[config.mk]
export PLATFORM = sky130hd
export DESIGN_NAME = rate_monotonic_task_scheduler
export DESIGN_NICKNAME = d
export VERILOG_FILES = /design/src/rtl/core/rmts_pkg.sv /design/src/rtl/core/rmts_div.sv /design/src/rtl/core/rate_monotonic_task_scheduler.sv
export SDC_FILE = /design/constraint.sdc
export NUM_CORES = 2
export LEC_CHECK = 0
export BUFFER_PORTS_ARGS = -buffer_cell sky130_fd_sc_hd__clkbuf_2
export CAP_MARGIN = 20
export CORE_ASPECT_RATIO = 0.7
export CORE_MARGIN = 3
export CORE_UTILIZATION = 55
export CTS_BUF_LIST = sky130_fd_sc_hd__clkbuf_4 sky130_fd_sc_hd__clkbuf_8 sky130_fd_sc_hd__clkbuf_16
export CTS_CLUSTER_DIAMETER = 40
export DETAILED_ROUTE_END_ITERATION = 8
export GPL_TIMING_DRIVEN = 0
export PLACE_DENSITY = 0.73
export SETUP_SLACK_MARGIN = 0.15
export SYNTH_ARGS = -nofsm -noshare
export SYNTH_HDL_FRONTEND = slang
export SYNTH_SLANG_ARGS = --single-unit
[constraint.sdc]
create_clock -name clk_i -period 10.24 [get_ports clk_i]
set_input_delay 1.536 -clock clk_i [delete_from_list [all_inputs] [get_ports clk_i]]
set_output_delay 1.536 -clock clk_i [all_outputs]
set_load 0.01 [all_outputs]
[src/rtl/core/rmts_pkg.sv]
// Shared types and constants for the rate monotonic task scheduler.
package rmts_pkg;

  localparam int unsigned TASKS = 16;
  localparam int unsigned IDX_W = (TASKS > 1) ? $clog2(TASKS) : 1;
  localparam int unsigned CNT_W = IDX_W + 1;

  localparam int unsigned DIV_W = 36;
  localparam int unsigned DIV_CNT_W = $clog2(DIV_W + 1);

  localparam logic [19:0] MILLIONTHS = 20'd1000000;
  localparam logic [19:0] THRESH_RESET = 20'd693000;

  typedef enum logic [1:0] {
    FUNC_REG   = 2'd0,
    FUNC_DEREG = 2'd1,
    FUNC_YIELD = 2'd2,
    FUNC_TICK  = 2'd3
  } func_e;

  typedef enum logic [1:0] {
    ST_OK          = 2'd0,
    ST_REJECT      = 2'd1,
    ST_NOT_FOUND   = 2'd2,
    ST_ZERO_PERIOD = 2'd3
  } status_e;

  typedef enum logic [1:0] {
    MODE_READY    = 2'd0,
    MODE_RUNNING  = 2'd1,
    MODE_SLEEPING = 2'd2
  } mode_e;

  typedef enum logic [3:0] {
    S_IDLE, S_MUL, S_DIVS, S_DIVW, S_ADMIT, S_FIND, S_ACT, S_YFIN, S_DISP, S_DFIN, S_OUT
  } state_e;

  typedef struct packed {
    logic [21:0] pid;
    logic [15:0] period;
    logic [19:0] usage;
    logic [31:0] deadline;
    logic [31:0] wake;
  } slot_t;

  typedef struct packed {
    logic             start;
    logic [DIV_W-1:0] dividend;
    logic [15:0]      divisor;
  } div_req_t;

  typedef struct packed {
    logic             done;
    logic [DIV_W-1:0] quot;
    logic [15:0]      rem;
  } div_rsp_t;

endpackage

[src/rtl/core/rmts_div.sv]
// Restoring divider, one quotient bit per cycle.
module rmts_div (
  input  logic              clk_i,
  input  logic              rst_ni,
  input  rmts_pkg::div_req_t req_i,
  output rmts_pkg::div_rsp_t rsp_o
);
  import rmts_pkg::*;

  logic                 busy_q, done_q;
  logic [DIV_CNT_W-1:0] cnt_q;
  logic [DIV_W-1:0]     quot_q;
  logic [15:0]          rem_q;
  logic [16:0]          trial, diff;
  logic                 ge;

  // Shift in one dividend bit and try the subtract
  always_comb begin
    trial = {rem_q, quot_q[DIV_W-1]};
    diff  = trial - {1'b0, req_i.divisor};
    ge    = (trial >= {1'b0, req_i.divisor});
  end

  always_ff @(posedge clk_i or negedge rst_ni) begin
    if (!rst_ni) begin
      busy_q <= 1'b0;
      done_q <= 1'b0;
      cnt_q  <= '0;
    end else begin
      done_q <= 1'b0;
      if (req_i.start) begin
        busy_q <= 1'b1;
        cnt_q  <= DIV_CNT_W'(DIV_W);
      end else if (busy_q) begin
        cnt_q <= cnt_q - 1'b1;
        if (cnt_q == DIV_CNT_W'(1)) begin
          busy_q <= 1'b0;
          done_q <= 1'b1;
        end
      end
    end
  end

  // Hold quotient and partial remainder
  always_ff @(posedge clk_i) begin
    if (req_i.start) begin
      quot_q <= req_i.dividend;
      rem_q  <= '0;
    end else if (busy_q) begin
      quot_q <= {quot_q[DIV_W-2:0], ge};
      rem_q  <= ge ? diff[15:0] : trial[15:0];
    end
  end

  assign rsp_o.done = done_q;
  assign rsp_o.quot = quot_q;
  assign rsp_o.rem  = rem_q;

endmodule

[src/rtl/core/rate_monotonic_task_scheduler.sv]
// Rate monotonic scheduler top level: task table, sequencer and dispatch scan.
//
//  channel | handshake               | payload
//  in      | in_valid_i / in_stall_o | func_i pid_i period_ms_i runtime_ms_i now_i
//  out     | out_valid_o / out_stall_i | status_o run_valid_o run_pid_o total_usage_o
//  cfg     | cfg_we_i                | cfg_data_i (admit threshold)
//
// One word at a time; a new word is taken only once the last result is accepted.
// Register runs multiply, 36-step serial divide, admit and dispatch scan; a yield
// past its deadline runs lookup scan, divide and dispatch scan; deregister and an
// on-time yield run lookup and dispatch scans; tick and a zero-period register run
// the dispatch scan only. The shared divider and the one-read-port table set the pace.
// Reset clears the used flags, the usage sum and the running task; no clearing pass.
// A stalled result holds out_valid_o and the payload; no new word is taken meanwhile.
module rate_monotonic_task_scheduler (
  input  logic        clk_i,
  input  logic        rst_ni,
  input  logic        in_valid_i,
  output logic        in_stall_o,
  input  logic [1:0]  func_i,
  input  logic [21:0] pid_i,
  input  logic [15:0] period_ms_i,
  input  logic [15:0] runtime_ms_i,
  input  logic [31:0] now_i,
  output logic        out_valid_o,
  input  logic        out_stall_i,
  output logic [1:0]  status_o,
  output logic        run_valid_o,
  output logic [21:0] run_pid_o,
  output logic [19:0] total_usage_o,
  input  logic        cfg_we_i,
  input  logic [19:0] cfg_data_i
);
  import rmts_pkg::*;

  state_e state_q, state_d;

  // Latched request
  func_e       func_q;
  logic [21:0] pid_q;
  logic [15:0] period_q, runtime_q;
  logic [31:0] now_q;

  logic [19:0]      thr_q, sum_q;
  status_e          status_q;
  logic [DIV_W-1:0] prod_q;

  // Table: flags in flops, payload in a memory with one read and one write port
  logic       used_q [TASKS];
  mode_e      mode_q [TASKS];
  slot_t      mem [TASKS];
  slot_t      rd_q;
  logic       mem_we;
  logic [IDX_W-1:0] mem_wa, rd_addr;
  slot_t      mem_wd;

  // Scan pipeline
  logic [CNT_W-1:0] cnt_q;
  logic             pv_q;
  logic [IDX_W-1:0] pidx_q;

  // Found slot
  logic             found_q;
  logic [IDX_W-1:0] slot_q;
  slot_t            ent_q;

  // Best ready candidate
  logic             best_v_q;
  logic [IDX_W-1:0] best_idx_q;
  logic [15:0]      best_per_q;
  logic [21:0]      best_pid_q;

  // Running task
  logic             run_v_q;
  logic [IDX_W-1:0] run_slot_q;
  logic [15:0]      run_per_q;
  logic [21:0]      run_pid_q;

  div_req_t div_req;
  div_rsp_t div_rsp;

  logic             issue, last, hit, rdy, wake_now, late, admit_ok, free_v, take;
  logic [IDX_W-1:0] free_idx;
  logic [31:0]      adj;

  rmts_div u_div (
    .clk_i  (clk_i),
    .rst_ni (rst_ni),
    .req_i  (div_req),
    .rsp_o  (div_rsp)
  );

  // Lowest free slot
  always_comb begin
    free_v   = 1'b0;
    free_idx = '0;
    for (int i = TASKS - 1; i >= 0; i--) begin
      if (!used_q[i]) begin
        free_v   = 1'b1;
        free_idx = IDX_W'(i);
      end
    end
  end

  // Scan and datapath helpers
  always_comb begin
    issue    = (cnt_q < CNT_W'(TASKS));
    rd_addr  = cnt_q[IDX_W-1:0];
    last     = pv_q && (pidx_q == IDX_W'(TASKS - 1));
    hit      = pv_q && used_q[pidx_q] && (rd_q.pid == pid_q);
    wake_now = (func_q == FUNC_TICK) && (mode_q[pidx_q] == MODE_SLEEPING)
               && (rd_q.wake <= now_q);
    rdy      = pv_q && used_q[pidx_q] && ((mode_q[pidx_q] == MODE_READY) || wake_now);
    late     = (now_q >= ent_q.deadline);
    admit_ok = free_v && (({17'd0, sum_q} + {1'b0, div_rsp.quot}) <= {17'd0, thr_q});
    adj      = (div_rsp.rem == 16'd0) ? 32'd0 : {16'd0, ent_q.period - div_rsp.rem};
    take     = best_v_q && !(run_v_q && (run_per_q <= best_per_q));
  end

  // Sequencer: next state, divider start and table writes
  always_comb begin
    state_d          = state_q;
    div_req.start    = 1'b0;
    div_req.dividend = prod_q;
    div_req.divisor  = period_q;
    mem_we           = 1'b0;
    mem_wa           = slot_q;
    mem_wd           = ent_q;
    if (func_q == FUNC_YIELD) begin
      div_req.dividend = {{(DIV_W - 32){1'b0}}, now_q - ent_q.deadline};
      div_req.divisor  = ent_q.period;
    end
    case (state_q)
      S_IDLE: begin
        if (in_valid_i) begin
          case (func_e'(func_i))
            FUNC_REG:   state_d = (period_ms_i == 16'd0) ? S_DISP : S_MUL;
            FUNC_TICK:  state_d = S_DISP;
            default:    state_d = S_FIND;
          endcase
        end
      end
      S_MUL:  state_d = S_DIVS;
      S_DIVS: begin
        div_req.start = 1'b1;
        state_d       = S_DIVW;
      end
      S_DIVW: begin
        if (div_rsp.done) begin
          state_d = (func_q == FUNC_REG) ? S_ADMIT : S_YFIN;
        end
      end
      S_ADMIT: begin
        mem_wa          = free_idx;
        mem_wd.pid      = pid_q;
        mem_wd.period   = period_q;
        mem_wd.usage    = div_rsp.quot[19:0];
        mem_wd.deadline = now_q + {16'd0, period_q};
        mem_wd.wake     = '0;
        mem_we          = admit_ok;
        state_d         = S_DISP;
      end
      S_FIND: begin
        if (hit || last) begin
          state_d = S_ACT;
        end
      end
      S_ACT: begin
        state_d = S_DISP;
        if (found_q && (func_q == FUNC_YIELD)) begin
          if (late) begin
            div_req.start = 1'b1;
            state_d       = S_DIVW;
          end else begin
            mem_wd.wake     = ent_q.deadline;
            mem_wd.deadline = ent_q.deadline + {16'd0, ent_q.period};
            mem_we          = 1'b1;
          end
        end
      end
      S_YFIN: begin
        mem_wd.deadline = now_q + adj;
        mem_we          = 1'b1;
        state_d         = S_DISP;
      end
      S_DISP: begin
        if (last) begin
          state_d = S_DFIN;
        end
      end
      S_DFIN: state_d = S_OUT;
      S_OUT: begin
        if (!out_stall_i) begin
          state_d = S_IDLE;
        end
      end
      default: state_d = S_IDLE;
    endcase
  end

  always_ff @(posedge clk_i or negedge rst_ni) begin
    if (!rst_ni) begin
      state_q <= S_IDLE;
    end else begin
      state_q <= state_d;
    end
  end

  // Write and read the table memory
  always_ff @(posedge clk_i) begin
    if (mem_we) begin
      mem[mem_wa] <= mem_wd;
    end
    rd_q <= mem[rd_addr];
  end

  // Latch the request word and the product
  always_ff @(posedge clk_i) begin
    if (state_q == S_IDLE && in_valid_i) begin
      func_q    <= func_e'(func_i);
      pid_q     <= pid_i;
      period_q  <= period_ms_i;
      runtime_q <= runtime_ms_i;
      now_q     <= now_i;
    end
    if (state_q == S_MUL) begin
      prod_q <= {20'd0, runtime_q} * {16'd0, MILLIONTHS};
    end
  end

  // Control state, flags and scan
  always_ff @(posedge clk_i or negedge rst_ni) begin
    if (!rst_ni) begin
      thr_q      <= THRESH_RESET;
      sum_q      <= '0;
      status_q   <= ST_OK;
      cnt_q      <= '0;
      pv_q       <= 1'b0;
      pidx_q     <= '0;
      found_q    <= 1'b0;
      slot_q     <= '0;
      best_v_q   <= 1'b0;
      best_idx_q <= '0;
      best_per_q <= '0;
      best_pid_q <= '0;
      run_v_q    <= 1'b0;
      run_slot_q <= '0;
      run_per_q  <= '0;
      run_pid_q  <= '0;
      for (int i = 0; i < TASKS; i++) begin
        used_q[i] <= 1'b0;
        mode_q[i] <= MODE_READY;
      end
    end else begin
      if (cfg_we_i) begin
        thr_q <= cfg_data_i;
      end

      // Advance the scan in scan states, rewind it elsewhere
      if (state_q == S_FIND || state_q == S_DISP) begin
        cnt_q  <= issue ? cnt_q + 1'b1 : cnt_q;
        pv_q   <= issue;
        pidx_q <= rd_addr;
      end else begin
        cnt_q    <= '0;
        pv_q     <= 1'b0;
        best_v_q <= 1'b0;
      end

      case (state_q)
        S_IDLE: begin
          status_q <= ST_OK;
          found_q  <= 1'b0;
          if (in_valid_i && func_e'(func_i) == FUNC_REG && period_ms_i == 16'd0) begin
            status_q <= ST_ZERO_PERIOD;
          end
        end
        S_ADMIT: begin
          if (admit_ok) begin
            used_q[free_idx] <= 1'b1;
            mode_q[free_idx] <= MODE_RUNNING;
            sum_q            <= sum_q + div_rsp.quot[19:0];
          end else begin
            status_q <= ST_REJECT;
          end
        end
        S_FIND: begin
          if (hit) begin
            found_q <= 1'b1;
            slot_q  <= pidx_q;
          end
        end
        S_ACT: begin
          if (!found_q) begin
            status_q <= ST_NOT_FOUND;
          end else begin
            if (run_v_q && run_slot_q == slot_q) begin
              run_v_q <= 1'b0;
            end
            if (func_q == FUNC_DEREG) begin
              used_q[slot_q] <= 1'b0;
              sum_q          <= sum_q - ent_q.usage;
            end else if (!late) begin
              mode_q[slot_q] <= MODE_SLEEPING;
            end
          end
        end
        S_YFIN: mode_q[slot_q] <= MODE_READY;
        S_DISP: begin
          // Wake due sleepers and keep the lowest-period ready slot
          if (rdy && wake_now) begin
            mode_q[pidx_q] <= MODE_READY;
          end
          if (rdy && (!best_v_q || rd_q.period < best_per_q)) begin
            best_v_q   <= 1'b1;
            best_idx_q <= pidx_q;
            best_per_q <= rd_q.period;
            best_pid_q <= rd_q.pid;
          end
        end
        S_DFIN: begin
          if (take) begin
            if (run_v_q) begin
              mode_q[run_slot_q] <= MODE_READY;
            end
            mode_q[best_idx_q] <= MODE_RUNNING;
            run_v_q            <= 1'b1;
            run_slot_q         <= best_idx_q;
            run_per_q          <= best_per_q;
            run_pid_q          <= best_pid_q;
          end
        end
        default: ;
      endcase
    end
  end

  // Capture the matching entry during the lookup
  always_ff @(posedge clk_i) begin
    if (state_q == S_FIND && hit) begin
      ent_q <= rd_q;
    end
  end

  assign in_stall_o    = (state_q != S_IDLE);
  assign out_valid_o   = (state_q == S_OUT);
  assign status_o      = status_q;
  assign run_valid_o   = run_v_q;
  assign run_pid_o     = run_v_q ? run_pid_q : 22'd0;
  assign total_usage_o = sum_q;

endmodule

==> metrics <==
Top Family by Delay on Critical Path compound AO/OA/AOI/OAI gates; WHS 0.389 ns; CTS clock-pin slew for the worst setup and hold paths 0.06 ns; Area Overhead vs Synth 15.6%; antenna violations before repair 20; critical path's largest stage delay 0.67 ns; Worst Path Arrival roughly 8.6 ns; hold buffer count at cts 0; Hold Crit Start rd_q[46]$_DFF_P_; outcome finished clean; worst-path cell chain ha_1 -> a21oi_1 -> nand2_1 -> o211ai_1 -> a2bb2oi_1 -> nand2_1 -> xor2_1 -> ha_1 -> a2111oi_0 -> nand2_1 -> o21ai_0 -> nand4_1 -> nor4_2 -> nand3_1 -> o21ai_1 -> o21ai_0 -> clkbuf_2 -> nor2_4 -> buf_12 -> buf_12 -> buf_12 -> buf_12; DRT iter0 DRCs 11200; first-pass GRT wire length between 400 and 500 mm; Tmin final 8.09 ns; gp weighted congestion 1.02; Post-Place Cells 10600; PwrDens 257 nW/µm²; Switching Power 11.0 mW; vias in the first global route 69600; Setup crit start u_div.quot_q[5]$_DFFE_PP_; clk_lat worst skew 0.89 ns; count leader, synth edfxtp_1; placed cell area 120000 µm²; Finished Cell Area 130000 µm²; setup total negative slack 0 ns; Yosys top cell by area edfxtp_1; reg2reg path depth 22; Vias 73200; Setup Fix Bufs, Post-CTS 0; Initial Util 0.554; Final Instance Count excl. Fillers 11200; area of the die between 200000 and 250000 µm²; EDFF count, synth 2228; Peak VDD IR between 0.3 and 0.4 mV; post-synthesis sequential area ratio 0.666; Reg area 74800 µm²; Mapped Avg Cell Area between 10 and 15 µm²; Pleak between 40 and 50 nW; Int Pwr 22.3 mW; largest net degree at the start of global routing 99; FMAX 0.124 GHz; syn_nets 8080; sw frac 0.331; Slew @ Worst Pin between 1 and 1.5 ns; largest cells by area after synthesis edfxtp_1 (60%), mux4_2 (5.2%), dfrtp_1 (4.4%), ha_1 (3.7%), mux2i_1 (3.5%); DRC violations left 0; RSZ-0062 raised after global routing false; Yosys top cell area share 0.596; Overflow after GRT 0; Resized cells post-CTS 0; fin crit share 0.790; share of cells above drive strength 1 0.166; end of the worst register-to-register path mem[1][22]$_DFFE_PP_; Synth Warn # 0; nets 8739; root buf cell clkbuf_16; IO Pins 160; post-DP HPWL 252 mm; final wirelength 351 mm; WS Path Type reg2reg; clock power share 0.311; Crit path top cell by count buf_12; Die H 384 µm; DR vias/cell 6.53; Synth Register Bits about 2600; antenna-violating nets left 0; Overall Power 33.4 mW; worst hold path class reg2reg; DR pass1 iterations 8; Longest Clk Path Bufs 4; gr usage total 0.330; Hold Path End ent_q[46]$_DFFE_PP_; Async S/R FF share, synth 0.0790; wire per inst 31.3 µm; MaxCap Viol Count 0; die span in x 546 µm; CTS H-Tree Depth 5; Post-Place Worst Slack 2.12 ns; WP buf/inv 5; Worst setup SP type flip-flop; core footprint between 200000 and 250000 µm²; Reg2Reg Setup Slack 2.15 ns; Final Worst Setup Slack about 2.1 ns; Netlist Area Pre-Place 112000 µm²; final slew viol count 0; number of port buffers 158; worst-path fanout max 23; multi-input logic area between 30000 and 40000 µm²; Util after Layout 0.640; final setup violation count 0; Hold Violations, Final 0; top_reg_cell synth edfxtp_1; Critical Path RT 10.76 ns; CTS tree built; Post-synth top cells edfxtp_1 (2228), nand2_1 (647), o21ai_0 (559), mux2i_1 (390), a21oi_1 (352); Max Clock Skew 0.0927 ns; CTS Sinks 2569; # rows approximately 140; critical path endpoint category flip-flop; Flop pwr share 0.392; worst reg2reg path startpoint u_div.quot_q[5]$_DFFE_PP_; CTS buffer count 279; Crit-path slowest cell a2bb2oi_1; part of the power in combinational logic 0.297; library cells used by synthesis 90; Worst Hold Depth 0; cells after synthesis 7577; Max-slew headroom 0.140; Fill cells between 10000 and 15000
layout by cell type (no fill, tap or decap), types with 51 or more instances in the layout:
cell       count
mux2_2       196
mux4_2       259
ha_1         328
a21o_1        66
xnor2_1      111
nor2_1       219
edfxtp_1    2228
xor2_1        90
clkbuf_2     167
fa_1          62
clkbuf_1     268
dfxtp_1      138
buf_12        85
nand3_1       86
mux2i_1      390
a22oi_1      132
nand4_1       51
clkbuf_4      51
o21ai_0      527
nor3_1        76
clkbuf_16    287
nand2_1      646
a221oi_1     125
a21oi_1      352
inv_1        278
dfrtp_1      196
buf_1         63
routing by layer:
layer / GRT usage / wire (µm) / vias to the layer above
li1: - / - / 30700
met1: 0.489 / 141000 / 36700
met2: 0.459 / 146000 / 5063
met3: 0.103 / 50300 / 735
met4: 0.121 / 14400 / 8
met5: 0.000229 / 49 / -
power groups by stage:
| stage | clock (mW) | combinational (mW) | sequential, mW |
|---|---|---|---|
| floorplan | 0 | 6.41 | 12.9 |
| global placement | 0 | 9.18 | 13.3 |
| detailed placement | 0 | 9.48 | 13.2 |
| CTS | 10.5 | 9.60 | 13.0 |
| global route | 10.9 | 10.7 | 13.1 |
| finish | 10.4 | 9.90 | 13.1 |
area by class of cell:
cell class,instances,share of cell area
Sequential cell,2569,0.577
Multi-Input combinational cell,4373,0.271
Clock buffer,361,0.0608
Timing Repair Buffer,378,0.0333
Tap cell,2730,0.0263
Clock inverter,141,0.0125
Buffer,355,0.0106
Inverter,280,0.00815
Antenna cell,20,0.000386
cells by family after synthesis:
group / Yosys count / synth area share
xor gates and xnor gates: 201 / 0.0157
muxes: 845 / 0.106
buffers and inverters: 635 / 0.0215
DFF: 2569 / 0.666
adders and majority gates: 390 / 0.0476
AOI/OAI and AO/OA: 1576 / 0.0869
and+or+nand+nor: 1361 / 0.0555
sequential cells by signal (all words and copies together) (netlist names), 22 cells and up:
| register | count |
|---|---|
| pid_q | 22 |
| now_q | 32 |
| rd_q | 122 |
| best_pid_q | 22 |
| run_pid_q | 22 |
| ent_q | 122 |
| prod_q | 30 |
| mode_q | 32 |
| mem | 1952 |
| u_div.quot_q | 36 |
worst max path at each step:
stage / endpoint / slack [ns] / cells past startpoint
3_5_place_dp: mem[5][26]$_DFFE_PP_ / 2.12 / 21
2_1_floorplan: mem[3][0]$_DFFE_PP_ / 0.50 / 17
6_report: mem[1][22]$_DFFE_PP_ / 2.15 / 22
4_1_cts: mem[5][26]$_DFFE_PP_ / 2.08 / 21
5_1_grt: mem[1][22]$_DFFE_PP_ / 1.80 / 22
3_3_place_gp: mem[1][22]$_DFFE_PP_ / -8.78 / 17
(Power assumes the default switching activity.)
